--- src/bmm_pkg.sv ---
// package: shared types and codes for the bipartite matching block
package bmm_pkg;

  localparam int unsigned VtxW   = 5;
  localparam int unsigned CountW = 6;
  localparam int unsigned FuncW  = 2;

  typedef enum logic [FuncW-1:0] {
    FUNC_ADD     = 2'd0,
    FUNC_COMPUTE = 2'd1,
    FUNC_CLEAR   = 2'd2,
    FUNC_NONE    = 2'd3
  } func_e;

  localparam logic CFG_LEFT  = 1'b0;
  localparam logic CFG_RIGHT = 1'b1;

  typedef struct packed {
    logic [FuncW-1:0] func;
    logic [VtxW-1:0]  left_vertex;
    logic [VtxW-1:0]  right_vertex;
  } in_word_t;

  typedef struct packed {
    logic              pair_valid;
    logic [VtxW-1:0]   pair_left;
    logic [VtxW-1:0]   pair_right;
    logic [CountW-1:0] match_total;
    logic              last;
  } out_word_t;

endpackage

--- src/bmm_seq.sv ---
// module: matching sequencer with greedy pass, dfs stack and emit sweep
module bmm_seq #(
  parameter int unsigned MAX_LEFT  = 32,
  parameter int unsigned MAX_RIGHT = 32
) (
  input  logic                     clk_i,
  input  logic                     rst_ni,
  input  logic                     go_i,
  input  bmm_pkg::in_word_t        cmd_i,
  input  logic [bmm_pkg::CountW-1:0] n_i,
  input  logic [bmm_pkg::CountW-1:0] m_i,
  output logic                     busy_o,
  output logic                     valid_o,
  output bmm_pkg::out_word_t       word_o
);
  localparam int unsigned LW = $clog2(MAX_LEFT);
  localparam int unsigned RW = $clog2(MAX_RIGHT);
  localparam int unsigned LC = $clog2(MAX_LEFT + 1);
  localparam int unsigned RC = $clog2(MAX_RIGHT + 1);
  localparam int unsigned CW = bmm_pkg::CountW;
  localparam int unsigned VW = bmm_pkg::VtxW;

  typedef enum logic [7:0] {
    S_IDLE  = 8'b00000001,
    S_GRD   = 8'b00000010,
    S_AUGST = 8'b00000100,
    S_DFS   = 8'b00001000,
    S_APPLY = 8'b00010000,
    S_EMIT  = 8'b00100000,
    S_CLR   = 8'b01000000,
    S_FIN   = 8'b10000000
  } state_e;

  state_e state_q, state_d;

  logic [MAX_RIGHT-1:0] adj_q [MAX_LEFT];
  logic [LW-1:0]        part_q [MAX_RIGHT];
  logic [MAX_RIGHT-1:0] pvalid_q;
  logic [MAX_LEFT-1:0]  visited_q;
  logic [MAX_LEFT-1:0]  gdone_q;
  logic [LW-1:0]        stk_l_q [MAX_LEFT];
  logic [RC-1:0]        stk_r_q [MAX_LEFT];
  logic [LC-1:0]        depth_q;
  logic [LC-1:0]        lv_q;
  logic [RC-1:0]        ri_q;
  logic [CW-1:0]        cnt_q;
  logic                 emitted_q;
  logic [LC-1:0]        n_q;
  logic [RC-1:0]        m_q;
  logic [MAX_RIGHT-1:0] inrange;

  // effective counts, saturated
  logic [LC-1:0] n_eff;
  logic [RC-1:0] m_eff;
  assign n_eff = (32'(n_i) > MAX_LEFT)  ? LC'(MAX_LEFT)  : LC'(n_i);
  assign m_eff = (32'(m_i) > MAX_RIGHT) ? RC'(MAX_RIGHT) : RC'(m_i);

  always_comb begin
    for (int r = 0; r < MAX_RIGHT; r++) begin
      inrange[r] = (RC'(r) < m_q);
    end
  end

  // priority search unit, shared by greedy and dfs
  logic [LW-1:0]        row_sel;
  logic [RC-1:0]        from_sel;
  logic [MAX_RIGHT-1:0] cand;
  logic                 hit;
  logic [RW-1:0]        hit_r;
  logic [LW-1:0]        top;
  assign top = depth_q[LW-1:0] - LW'(1);
  always_comb begin
    row_sel  = (state_q == S_GRD) ? lv_q[LW-1:0] : stk_l_q[top];
    from_sel = (state_q == S_GRD) ? '0 : stk_r_q[top];
    for (int r = 0; r < MAX_RIGHT; r++) begin
      cand[r] = adj_q[row_sel][r] && inrange[r] && (RC'(r) >= from_sel) &&
                ((state_q != S_GRD) || !pvalid_q[r]);
    end
    hit   = 1'b0;
    hit_r = '0;
    for (int r = MAX_RIGHT - 1; r >= 0; r--) begin
      if (cand[r]) begin
        hit   = 1'b1;
        hit_r = RW'(r);
      end
    end
  end

  logic [LW-1:0] child;
  assign child = part_q[hit_r];

  always_comb begin
    state_d = state_q;
    case (state_q)
      S_IDLE: begin
        if (go_i) begin
          case (bmm_pkg::func_e'(cmd_i.func))
            bmm_pkg::FUNC_COMPUTE: state_d = (n_eff == '0) ? S_EMIT : S_GRD;
            bmm_pkg::FUNC_CLEAR:   state_d = S_CLR;
            default:               state_d = S_IDLE;
          endcase
        end
      end
      S_GRD:   if (lv_q == n_q - LC'(1)) state_d = S_AUGST;
      S_AUGST: begin
        if (lv_q == n_q) state_d = S_EMIT;
        else if (!gdone_q[lv_q[LW-1:0]]) state_d = S_DFS;
      end
      S_DFS: begin
        if (!hit) begin
          if (depth_q == LC'(1)) state_d = S_AUGST;
        end else if (!pvalid_q[hit_r]) begin
          state_d = S_APPLY;
        end
      end
      S_APPLY: if (depth_q == LC'(1)) state_d = S_AUGST;
      S_EMIT:  if (ri_q == m_q - RC'(1) || m_q == '0) state_d = S_FIN;
      S_CLR:   state_d = S_IDLE;
      S_FIN:   state_d = S_IDLE;
      default: state_d = S_IDLE;
    endcase
  end

  always_ff @(posedge clk_i or negedge rst_ni) begin
    if (!rst_ni) begin
      state_q   <= S_IDLE;
      pvalid_q  <= '0;
      depth_q   <= '0;
      cnt_q     <= '0;
      lv_q      <= '0;
      ri_q      <= '0;
      emitted_q <= 1'b0;
      visited_q <= '0;
      gdone_q   <= '0;
      n_q       <= '0;
      m_q       <= '0;
      for (int i = 0; i < MAX_LEFT; i++) adj_q[i] <= '0;
    end else begin
      state_q <= state_d;
      case (state_q)
        S_IDLE: begin
          if (go_i) begin
            if (cmd_i.func == bmm_pkg::FUNC_ADD) begin
              if (32'(cmd_i.left_vertex) < MAX_LEFT && 32'(cmd_i.right_vertex) < MAX_RIGHT)
                adj_q[LW'(cmd_i.left_vertex)][RW'(cmd_i.right_vertex)] <= 1'b1;
            end
            n_q       <= n_eff;
            m_q       <= m_eff;
            lv_q      <= '0;
            ri_q      <= '0;
            emitted_q <= 1'b0;
            if (cmd_i.func == bmm_pkg::FUNC_COMPUTE) begin
              pvalid_q <= '0;
              gdone_q  <= '0;
              cnt_q    <= '0;
            end
          end
        end
        S_GRD: begin
          if (hit) begin
            part_q[hit_r]             <= lv_q[LW-1:0];
            pvalid_q[hit_r]           <= 1'b1;
            gdone_q[lv_q[LW-1:0]]     <= 1'b1;
            cnt_q                     <= cnt_q + CW'(1);
          end
          lv_q <= (state_d == S_AUGST) ? '0 : lv_q + LC'(1);
        end
        S_AUGST: begin
          if (lv_q != n_q) begin
            if (!gdone_q[lv_q[LW-1:0]]) begin
              visited_q  <= MAX_LEFT'(1) << lv_q[LW-1:0];
              stk_l_q[0] <= lv_q[LW-1:0];
              stk_r_q[0] <= '0;
              depth_q    <= LC'(1);
            end
            lv_q <= lv_q + LC'(1);
          end
        end
        S_DFS: begin
          if (!hit) begin
            depth_q <= depth_q - LC'(1);
            if (depth_q > LC'(1)) stk_r_q[top - LW'(1)] <= stk_r_q[top - LW'(1)] + RC'(1);
          end else if (!pvalid_q[hit_r]) begin
            stk_r_q[top] <= RC'(hit_r);
            cnt_q        <= cnt_q + CW'(1);
          end else if (visited_q[child] || depth_q >= LC'(MAX_LEFT)) begin
            stk_r_q[top] <= RC'(hit_r) + RC'(1);
          end else begin
            stk_r_q[top]               <= RC'(hit_r);
            visited_q[child]           <= 1'b1;
            stk_l_q[depth_q[LW-1:0]]   <= child;
            stk_r_q[depth_q[LW-1:0]]   <= '0;
            depth_q                    <= depth_q + LC'(1);
          end
        end
        S_APPLY: begin
          // flip one frame per cycle, top down
          part_q[stk_r_q[top][RW-1:0]]   <= stk_l_q[top];
          pvalid_q[stk_r_q[top][RW-1:0]] <= 1'b1;
          depth_q <= depth_q - LC'(1);
        end
        S_EMIT: begin
          if (m_q != '0 && pvalid_q[ri_q[RW-1:0]]) emitted_q <= 1'b1;
          ri_q <= ri_q + RC'(1);
        end
        S_CLR: begin
          pvalid_q <= '0;
          cnt_q    <= '0;
          for (int i = 0; i < MAX_LEFT; i++) adj_q[i] <= '0;
        end
        default: ;
      endcase
    end
  end

  // hold each pair until the next one is found or the sweep ends, so last can be set on the final one
  logic              hold_q;
  logic [VW-1:0]     hl_q, hr_q;
  logic              cur;
  assign cur = (state_q == S_EMIT) && (m_q != '0) && pvalid_q[ri_q[RW-1:0]];

  always_ff @(posedge clk_i or negedge rst_ni) begin
    if (!rst_ni) begin
      hold_q  <= 1'b0;
      hl_q    <= '0;
      hr_q    <= '0;
      valid_o <= 1'b0;
      word_o  <= '0;
    end else begin
      valid_o <= (cur && hold_q) || (state_q == S_FIN);
      if (state_q == S_IDLE) begin
        hold_q <= 1'b0;
      end else if (cur) begin
        hold_q <= 1'b1;
        hl_q   <= VW'(part_q[ri_q[RW-1:0]]);
        hr_q   <= VW'(ri_q);
      end
      if (cur) begin
        if (hold_q) word_o <= {1'b1, hl_q, hr_q, cnt_q, 1'b0};
      end else if (state_q == S_FIN) begin
        if (emitted_q) word_o <= {1'b1, hl_q, hr_q, cnt_q, 1'b1};
        else word_o <= {1'b0, VW'(0), VW'(0), CW'(0), 1'b1};
      end
    end
  end

  assign busy_o = (state_q != S_IDLE);

endmodule

--- src/bipartite_max_matching.sv ---
// top level: bipartite maximum matching engine with configuration registers
// add edge: taken at its accepting edge, never raises busy; clear: busy only for its clear state
// compute: greedy pass over the left vertices (none when n is zero), then a scan that runs a dfs
// and flip per unmatched left vertex, a right sweep and a closing state; words trail the sweep
// throughput: one item at a time; busy drops in the cycle the last word appears
// reset: empty graph, no matching, counts 32; the receiver cannot stall
module bipartite_max_matching #(
  parameter int unsigned MAX_LEFT  = 32,
  parameter int unsigned MAX_RIGHT = 32
) (
  input  logic                 clk_i,
  input  logic                 rst_ni,
  input  logic                 start,
  output logic                 busy,
  input  bmm_pkg::in_word_t    in_word_i,
  output logic                 done_o,
  output bmm_pkg::out_word_t   out_word_o,
  input  logic                 cfg_valid_i,
  output logic                 cfg_ready_o,
  input  logic                 cfg_index_i,
  input  logic [bmm_pkg::CountW-1:0] cfg_data_i
);
  logic [bmm_pkg::CountW-1:0] left_count_q, right_count_q;

  // count registers, latched by the sequencer when a command is taken
  assign cfg_ready_o = 1'b1;
  always_ff @(posedge clk_i or negedge rst_ni) begin
    if (!rst_ni) begin
      left_count_q  <= bmm_pkg::CountW'(32);
      right_count_q <= bmm_pkg::CountW'(32);
    end else if (cfg_valid_i) begin
      case (cfg_index_i)
        bmm_pkg::CFG_LEFT:  left_count_q  <= cfg_data_i;
        bmm_pkg::CFG_RIGHT: right_count_q <= cfg_data_i;
        default: ;
      endcase
    end
  end

  bmm_seq #(.MAX_LEFT(MAX_LEFT), .MAX_RIGHT(MAX_RIGHT)) u_seq (
    .clk_i   (clk_i),
    .rst_ni  (rst_ni),
    .go_i    (start && !busy),
    .cmd_i   (in_word_i),
    .n_i     (left_count_q),
    .m_i     (right_count_q),
    .busy_o  (busy),
    .valid_o (done_o),
    .word_o  (out_word_o)
  );

  // a result word only appears while a command is in flight or right after
  a_done_busy: assert property (@(posedge clk_i) disable iff (!rst_ni)
    done_o |-> $past(busy)) else $error("result word without a command");
  a_last_ends: assert property (@(posedge clk_i) disable iff (!rst_ni)
    (done_o && out_word_o.last) |=> !done_o) else $error("word after last");

endmodule

--- config.mk ---
export PLATFORM = sky130hd
export DESIGN_NAME = bipartite_max_matching
export DESIGN_NICKNAME = d
export VERILOG_FILES = /design/src/bmm_pkg.sv /design/src/bmm_seq.sv /design/src/bipartite_max_matching.sv
export SDC_FILE = /design/constraint.sdc
export NUM_CORES = 2
export LEC_CHECK = 0
export BUFFER_PORTS_ARGS = -buffer_cell sky130_fd_sc_hd__clkbuf_2
export CORE_ASPECT_RATIO = 2
export CORE_MARGIN = 4
export CORE_UTILIZATION = 45
export CTS_CLUSTER_SIZE = 20
export DETAILED_ROUTE_END_ITERATION = 16
export HOLD_SLACK_MARGIN = 0.15
export PLACE_DENSITY = 0.65
export SYNTH_ARGS = -nofsm -noshare
export SYNTH_HDL_FRONTEND = slang
export SYNTH_SLANG_ARGS = --single-unit
--- constraint.sdc ---
create_clock -name clk_i -period 21.6 [get_ports clk_i]
set_input_delay 2.16 -clock clk_i [delete_from_list [all_inputs] [get_ports clk_i]]
set_output_delay 2.16 -clock clk_i [all_outputs]
set_load 0.005 [all_outputs]
# Word level (Yosys, flattened, before mapping)

Memories as Yosys holds them, arrays and structs flattened. A register that Yosys moved wholly into a read port is not among the register bits.
Cells that the tools add are included.

Equal/unequal tests: 32
$add $sub $neg: 11
Magnitude comparators: 82
Mux-type cells: 184
Reductions and logical operators: 215
Bitwise operators: 11
Shifts and indexed selects: 1

Operators with widths:

| cell                                                                  | number |
|---|---|
| 1024-bit two-way mux                                                  | 2 |
| 1024-bit one-hot mux with 2 select lines                              | 1 |
| 1024-bit bitwise OR                                                   | 1 |
| 32-bit two-way mux                                                    | 12 |
| 5-bit two-way mux                                                     | 39 |
| 32-bit binary-select mux with 5-bit select                            | 1 |
| 32-bit demux with 5-bit select                                        | 1 |
| 32-bit bitwise OR                                                     | 4 |
| 32-bit one-hot mux with 2 select lines                                | 2 |
| 32-bit one-hot mux with 4 select lines                                | 1 |
| 6-bit two-way mux                                                     | 21 |
| 1-bit logical AND                                                     | 114 |
| 5-bit by 6-bit >= comparator with 1-bit output (first input constant) | 16 |
| 5-bit by 6-bit < comparator with 1-bit output (first input constant)  | 16 |
| 1-bit two-way mux                                                     | 76 |
| 18-bit two-way mux                                                    | 4 |
| 8-bit two-way mux                                                     | 8 |
| 4-bit by 6-bit >= comparator with 1-bit output (first input constant) | 8 |
| 4-bit by 6-bit < comparator with 1-bit output (first input constant)  | 8 |
| 8-bit one-hot mux with 6 select lines                                 | 1 |
| 5-bit by 6-bit < comparator with 1-bit output (second input constant) | 6 |
| 6-bit one-hot mux with 3 select lines                                 | 2 |
| 1-bit logical OR                                                      | 35 |
| 1-bit zero test                                                       | 34 |
| other kinds (56)                                                      | 123 |

Bits in writable memories: 512
Flip-flop bits (word level): 1202
Memories kept: 3
Input bits: 23
Output and inout port bits: 21
Word-level logic and storage cells: 592

Memory list:

| name          | depth | width | read ports | clocked after Yosys merged registers in | wr ports | RTL line      | RTL |
|---|---|---|---|---|---|---|---|
| u_seq.stk_r_q | 32    | 6     | 2          | 0                                       | 2        | bmm_seq.sv:42 | `logic [RC-1:0] stk_r_q [MAX_LEFT];` |
| u_seq.part_q  | 32    | 5     | 2          | 1                                       | 1        | bmm_seq.sv:37 | `logic [LW-1:0] part_q [MAX_RIGHT];` |
| u_seq.stk_l_q | 32    | 5     | 1          | 0                                       | 1        | bmm_seq.sv:41 | `logic [LW-1:0] stk_l_q [MAX_LEFT];` |

# Depth between registers and ports, before layout

An unclocked memory read counts as a cell.

Depth in word-level cells: 56
Gate-level depth with buffers: 44
Depth with buffers taken out: 28

# Modules after synthesis

A second synthesis with hierarchy kept.

Cell total of the unflattened synthesis: 8325
Area total of the unflattened synthesis: 83844.2 um^2

By module, submodules not included:

| module                 | instances | area each (um^2) | cells each |
|---|---|---|---|
| bmm_seq                | 1         | 83359.9          | 8295 |
| bipartite_max_matching | 1         | 484.2            | 30 |

# Worst setup path before layout

OpenSTA, ideal clock, no wires.

Kind: register to register
From: register u_seq.depth_q[0]
To: memory u_seq.stk_l_q[0][1] (netlist bit) (data pin)
Slack: 12.255 ns
Buffers on the path: 14
Period minus slack after synthesis: 9.345 ns
Arrival time: 8.968 ns
Data required time: 21.223 ns
Cell stages (with the launch flop): 38
Cells stage by stage: dfrtp_1 -> buf_2 -> inv_2 -> clkbuf_1 -> clkbuf_1 -> ha_1 -> buf_2 -> nor3b_4 -> xor2_2 -> nor2_1 -> a22o_1 -> o31ai_4 -> buf_4 -> buf_6 -> buf_6 -> buf_4 -> buf_2 -> mux4_2 -> (+2 left out) -> a21oi_1 -> o2111ai_1 -> a21o_1 -> buf_2 -> nor3_4 -> buf_4 -> mux2_2 -> o211a_1 -> o211a_2 -> buf_6 -> mux2_4 -> o32ai_1 -> mux2i_1 -> a41oi_4 -> nand2_2 -> buf_4 -> buf_2 -> a21oi_1

Word-level cells in the longest chain between the ends: 54
Elaborated cells between the ends (all ways): 216

Ends and longest elaborated chain:

| what                                                  | RTL line       | RTL |
|---|---|---|
| start: declaration                                    | bmm_seq.sv:43  | `logic [LC-1:0] depth_q;` |
| start signal: assignment                              | bmm_seq.sv:181 | `depth_q <= depth_q - LC'(1);` |
| start signal: assignment                              | bmm_seq.sv:193 | `depth_q <= depth_q + LC'(1);` |
| start signal: assignment                              | bmm_seq.sv:200 | `depth_q <= depth_q - LC'(1);` |
| 5-bit by 1-bit subtractor with 5-bit output           | bmm_seq.sv:71  | `assign top = depth_q[LW-1:0] - LW'(1);` |
| memory 32 x 5 bit                                     | n/a            |  |
| 5-bit two-way mux                                     | bmm_seq.sv:73  | `row_sel = (state_q == S_GRD) ? lv_q[LW-1:0] : stk_l_q[top];` |
| 5-bit NOT with 6-bit output (implied by the code)     | bmm_seq.sv:76  | `cand[r] = adj_q[row_sel][r] && inrange[r] && (RC'(r) >= from_sel) &&` |
| 32-bit binary-select mux with 5-bit select            | bmm_seq.sv:76  |  |
| 32-bit two-way mux (implied by the code) (2 in a row) | bmm_seq.sv:76  |  |
| 1-bit logical AND (3 in a row)                        | bmm_seq.sv:76  |  |
| 5-bit two-way mux (32 in a row)                       | bmm_seq.sv:82  | `if (cand[r]) begin` |
| (+4 left out)                                         | n/a            |  |
| 1-bit two-way mux                                     | bmm_seq.sv:186 | `end else if (visited_q[child] \|\| depth_q >= LC'(MAX_LEFT)) begin` |
| 1-bit two-way mux                                     | bmm_seq.sv:183 | `end else if (!pvalid_q[hit_r]) begin` |
| 1-bit two-way mux                                     | bmm_seq.sv:180 | `if (!hit) begin` |
| 1-bit two-way mux                                     | bmm_seq.sv:140 | `case (state_q)` |
| 1-bit logical AND (implied by the code)               | bmm_seq.sv:191 | `stk_l_q[depth_q[LW-1:0]] <= child;` |
| 1-bit two-way mux (implied by the code)               | bmm_seq.sv:191 |  |
| 5-bit OR reduction (no line)                          | n/a            |  |
| 5-bit two-way mux (no line) (*)                       | n/a            |  |
| end: declaration                                      | bmm_seq.sv:41  |  |

Mark *: on every way between the ends. The rest lies on a longest branch, timed or not. The select of a mux whose other input is x is not followed.

# Final worst setup path

From: register u_seq.depth_q[0]
To: memory u_seq.stk_l_q[28][1] (netlist bit) (data pin)

The elaborated chain is that of the path after synthesis.

==> impl_metrics.tcl <==
set metrics [dict create \
    status "finished with violations" \
    violations "max-capacitance violations, max-slew violations" \
    hold_path.class "register to register" \
    swShare 0.342 \
    clkLatencyLatePin_ns 0.85 \
    yosysTopAreaCell "dfrtp_1" \
    drt-total-wl_mm 344 \
    relSlewSlack -0.00356 \
    cts_hold_buffers 0 \
    crit_top_cell "buf_4" \
    synth_compound_area_frac 0.186 \
    syn_nets 8743 \
    drive_gt1_frac 0.129 \
    cts_tree "done" \
    cp_max_fo 125 \
    route.detailed.drc 0 \
    yosys_warnings 0 \
    seqPwrFrac 0.404 \
    max-vdd-ir-drop_v 0.000116 \
    synth_top_area_frac 0.351 \
    drtIter0Drc 9334 \
    route.antenna.remaining_nets 0 \
    synth_edf_count 320 \
    vias_per_cell 6.77 \
    cts.htree.levels 4 \
    worst_slew_pin_slew_ns 1.49 \
    start_kind "register" \
    syn_inst 8695 \
    clock_path_buffers 4 \
    final_util 0.492 \
    synthTopCellsByCount "nor2_1 (1556), a21oi_1 (1287), dfrtp_1 (1204), nand2_1 (685), clkbuf_1 (529)" \
    required_ns 22.03 \
    antenna_found_initial 9 \
    synth_mux_area_frac 0.105 \
    wl_per_cell_um 31.5 \
    num_vias 73926 \
    fmax_mhz 65.0 \
    period_share 0.712 \
    avgSynthCellArea_um2 9.88 \
    gp_congestion 1.06 \
    cp_slowest_cell "nor4_1" \
    syn_area_um2 85900 \
    hold_viol_final 0 \
    io_buffers 42 \
    ys.flop_type "dfrtp_1" \
    dpl.hpwl_mm 218 \
    powerDensity_nw_per_um2 91.5 \
    track_usage 0.341 \
    gr-total-overflow 0 \
    cts-buffers-inserted 162 \
    rsz0062_at_grt "false" \
    cp-end-kind "register" \
    post-cts-setup-buffers 0 \
    combinationalPowerShare 0.248 \
    cts_resized 0 \
    grt_pass1_wl_mm 498 \
    ys_seq_area_frac 0.508 \
    synth_xor_area_frac 0.00421 \
    grt_pass1_vias 72740 \
    cts_sinks 1719 \
    min_period_ns 15.38 \
    synth.most_common_cell "nor2_1" \
    p_leak_nw 38.6 \
    synth.distinct_cells 121 \
    die_w_um 317 \
    setup_violations 0 \
    core-area_um2 190000 \
    firstDrtPassIters 8 \
    synthToLayoutAreaGrowth_pct 8.58 \
    ys_ff_latch 1719 \
    root_buffer "clkbuf_16" \
    intPower_mw 5.62 \
    slowest_delay_ns 1.06 \
    start_util 0.453 \
    io_pins 44 \
    finalNetCount 8337 \
    grt_max_degree 254 \
    criticalPathCategory "register to register" \
    max-cap-violations 1 \
    rows 226 \
    dieArea_um2 198000 \
    synth_top_family_by_area "compound AO/OA/AOI/OAI gates" \
    clk_pin_slew_ns 0.06 \
    die_h_um 626 \
    synth_area_leaders "dfrtp_1 (35%), edfxtp_1 (11%), a21oi_1 (7.5%)" \
    fin_worst_skew_ns 0.0853 \
    synthAdderAreaFrac 0.00364 \
    power.switching_mw 2.92 \
    arrival_ns 15.81 \
    async_reset_ff_frac 0.702 \
    synthSimpleGateAreaFrac 0.148 \
    slew_violations 1 \
    clkPwrFrac 0.349 \
    tns_ns 0 \
]
[sequential cells by signal (all words and copies together) (netlist names)]
name / cells
left_count_q: 6
right_count_q: 6
u_seq.adj_q: 1024
u_seq.cnt_q: 6
u_seq.depth_q: 6
u_seq.emitted_q: 1
u_seq.gdone_q: 32
u_seq.hl_q: 5
u_seq.hold_q: 1
u_seq.hr_q: 5
u_seq.lv_q: 6
u_seq.m_q: 6
u_seq.n_q: 6
u_seq.part_q: 160
u_seq.pvalid_q: 32
u_seq.ri_q: 6
u_seq.state_q: 8
u_seq.stk_l_q: 160
u_seq.stk_r_q: 192
u_seq.valid_o: 1
u_seq.visited_q: 32
u_seq.word_o: 18
[layout make-up]
cell class / instances / area (um^2)
antenna: 7 / 17.5
clock buffer: 227 / 4640
clock inverter: 49 / 663
fill: 17128 / 96400
inverter: 48 / 180
multi-input combinational: 6104 / 39000
sequential: 1719 / 43700
tap: 2508 / 3140
timing repair buffer: 254 / 1940
[routing by layer]
metal	up-vias	global-route usage	routed length, um
li1	30753	-	-
met1	36523	0.365	108000
met2	4828	0.549	161000
met3	1814	0.0705	30800
met4	8	0.336	43200
met5	-	0	60
[final timing paths]
check / slack (ns) / endpoint / from / cells after the start
worst min register to register: 0.48 / u_seq.emitted_q / u_seq.emitted_q / 1
worst max-delay path: 6.22 / u_seq.stk_l_q[28][1] / u_seq.depth_q[0] / 33
worst min-delay path: 0.48 / u_seq.emitted_q / u_seq.emitted_q / 1
max in group asynchronous: 14.49 / u_seq.adj_q[290] / rst_ni / 7
worst max register to register: 6.22 / u_seq.stk_l_q[28][1] / u_seq.depth_q[0] / 33
min in group asynchronous: 1.27 / u_seq.adj_q[737] / rst_ni / 1
[critical path, delay by kind of cell, from the launching register on]
kind                       cells  cell delay, ns
DFF                            1            0.92
AOI/OAI and AO/OA             12            4.91
and+or+nand+nor                9            2.72
buffers and inverters          8            4.48
muxes                          3            0.74
adders and majority gates      1            0.82
[cells in the final DEF, fill, tap and decap left out, types with 51 or more instances in the layout]
cell type | Yosys | routed
nor2_1 | 1556 | 1496
a21oi_1 | 1287 | 1282
dfrtp_1 | 1204 | 1199
nand2_1 | 685 | 682
edfxtp_1 | 320 | 320
mux2i_1 | 243 | 243
mux4_2 | 241 | 241
nand3_1 | 216 | 215
a211oi_1 | 211 | 209
buf_4 | 51 | 201
dfxtp_1 | 192 | 192
clkbuf_16 | 0 | 166
o31ai_1 | 134 | 134
o21ai_0 | 136 | 128
nor3_1 | 122 | 111
a311oi_1 | 107 | 107
mux2_2 | 93 | 93
a31oi_1 | 94 | 93
o22ai_1 | 64 | 64
a221oi_1 | 51 | 51
[through the flow]
step / setup WS, ns / cell area [um^2] / hold WS (ns) / power (mW) / instances
5_1_grt: 5.77 / 93300 / 0.498 / 8.76 / 10911
3_3_place_gp: 7.03 / 87900 / 0.466 / 5.49 / 10629
6_report: 6.22 / 93300 / 0.484 / 8.54 / 10916
3_5_place_dp: 6.95 / 87900 / 0.470 / 5.50 / 10629
4_1_cts: 6.86 / 93200 / 0.484 / 8.44 / 10905
2_1_floorplan: 12.26 / 85900 / 0.450 / 4.77 / 8695
[power by group through the flow]
| stage | Clock (mW) | Combinational [mW] | Sequential (mW) |
|---|---|---|---|
| 6_report | 2.98 | 2.12 | 3.45 |
| 5_1_grt | 3.12 | 2.19 | 3.45 |
| 4_1_cts | 3.00 | 2.01 | 3.44 |
| 3_5_place_dp | 0 | 2.00 | 3.50 |
| 3_3_place_gp | 0 | 1.99 | 3.50 |
| 2_1_floorplan | 0 | 1.31 | 3.46 |
[cells by family (layout without fill, tap and decap cells)]
family | count (synthesis) | count (layout)
muxes | 587 | 587
xor gates and xnor gates | 37 | 37
other | 1 | 8
adders and majority gates | 25 | 25
buffers and inverters | 872 | 578
DFF | 1719 | 1719
and+or+nand+nor | 2942 | 2942
AOI/OAI and AO/OA | 2512 | 2512
Note: power is estimated with default switching activity, not from simulation.
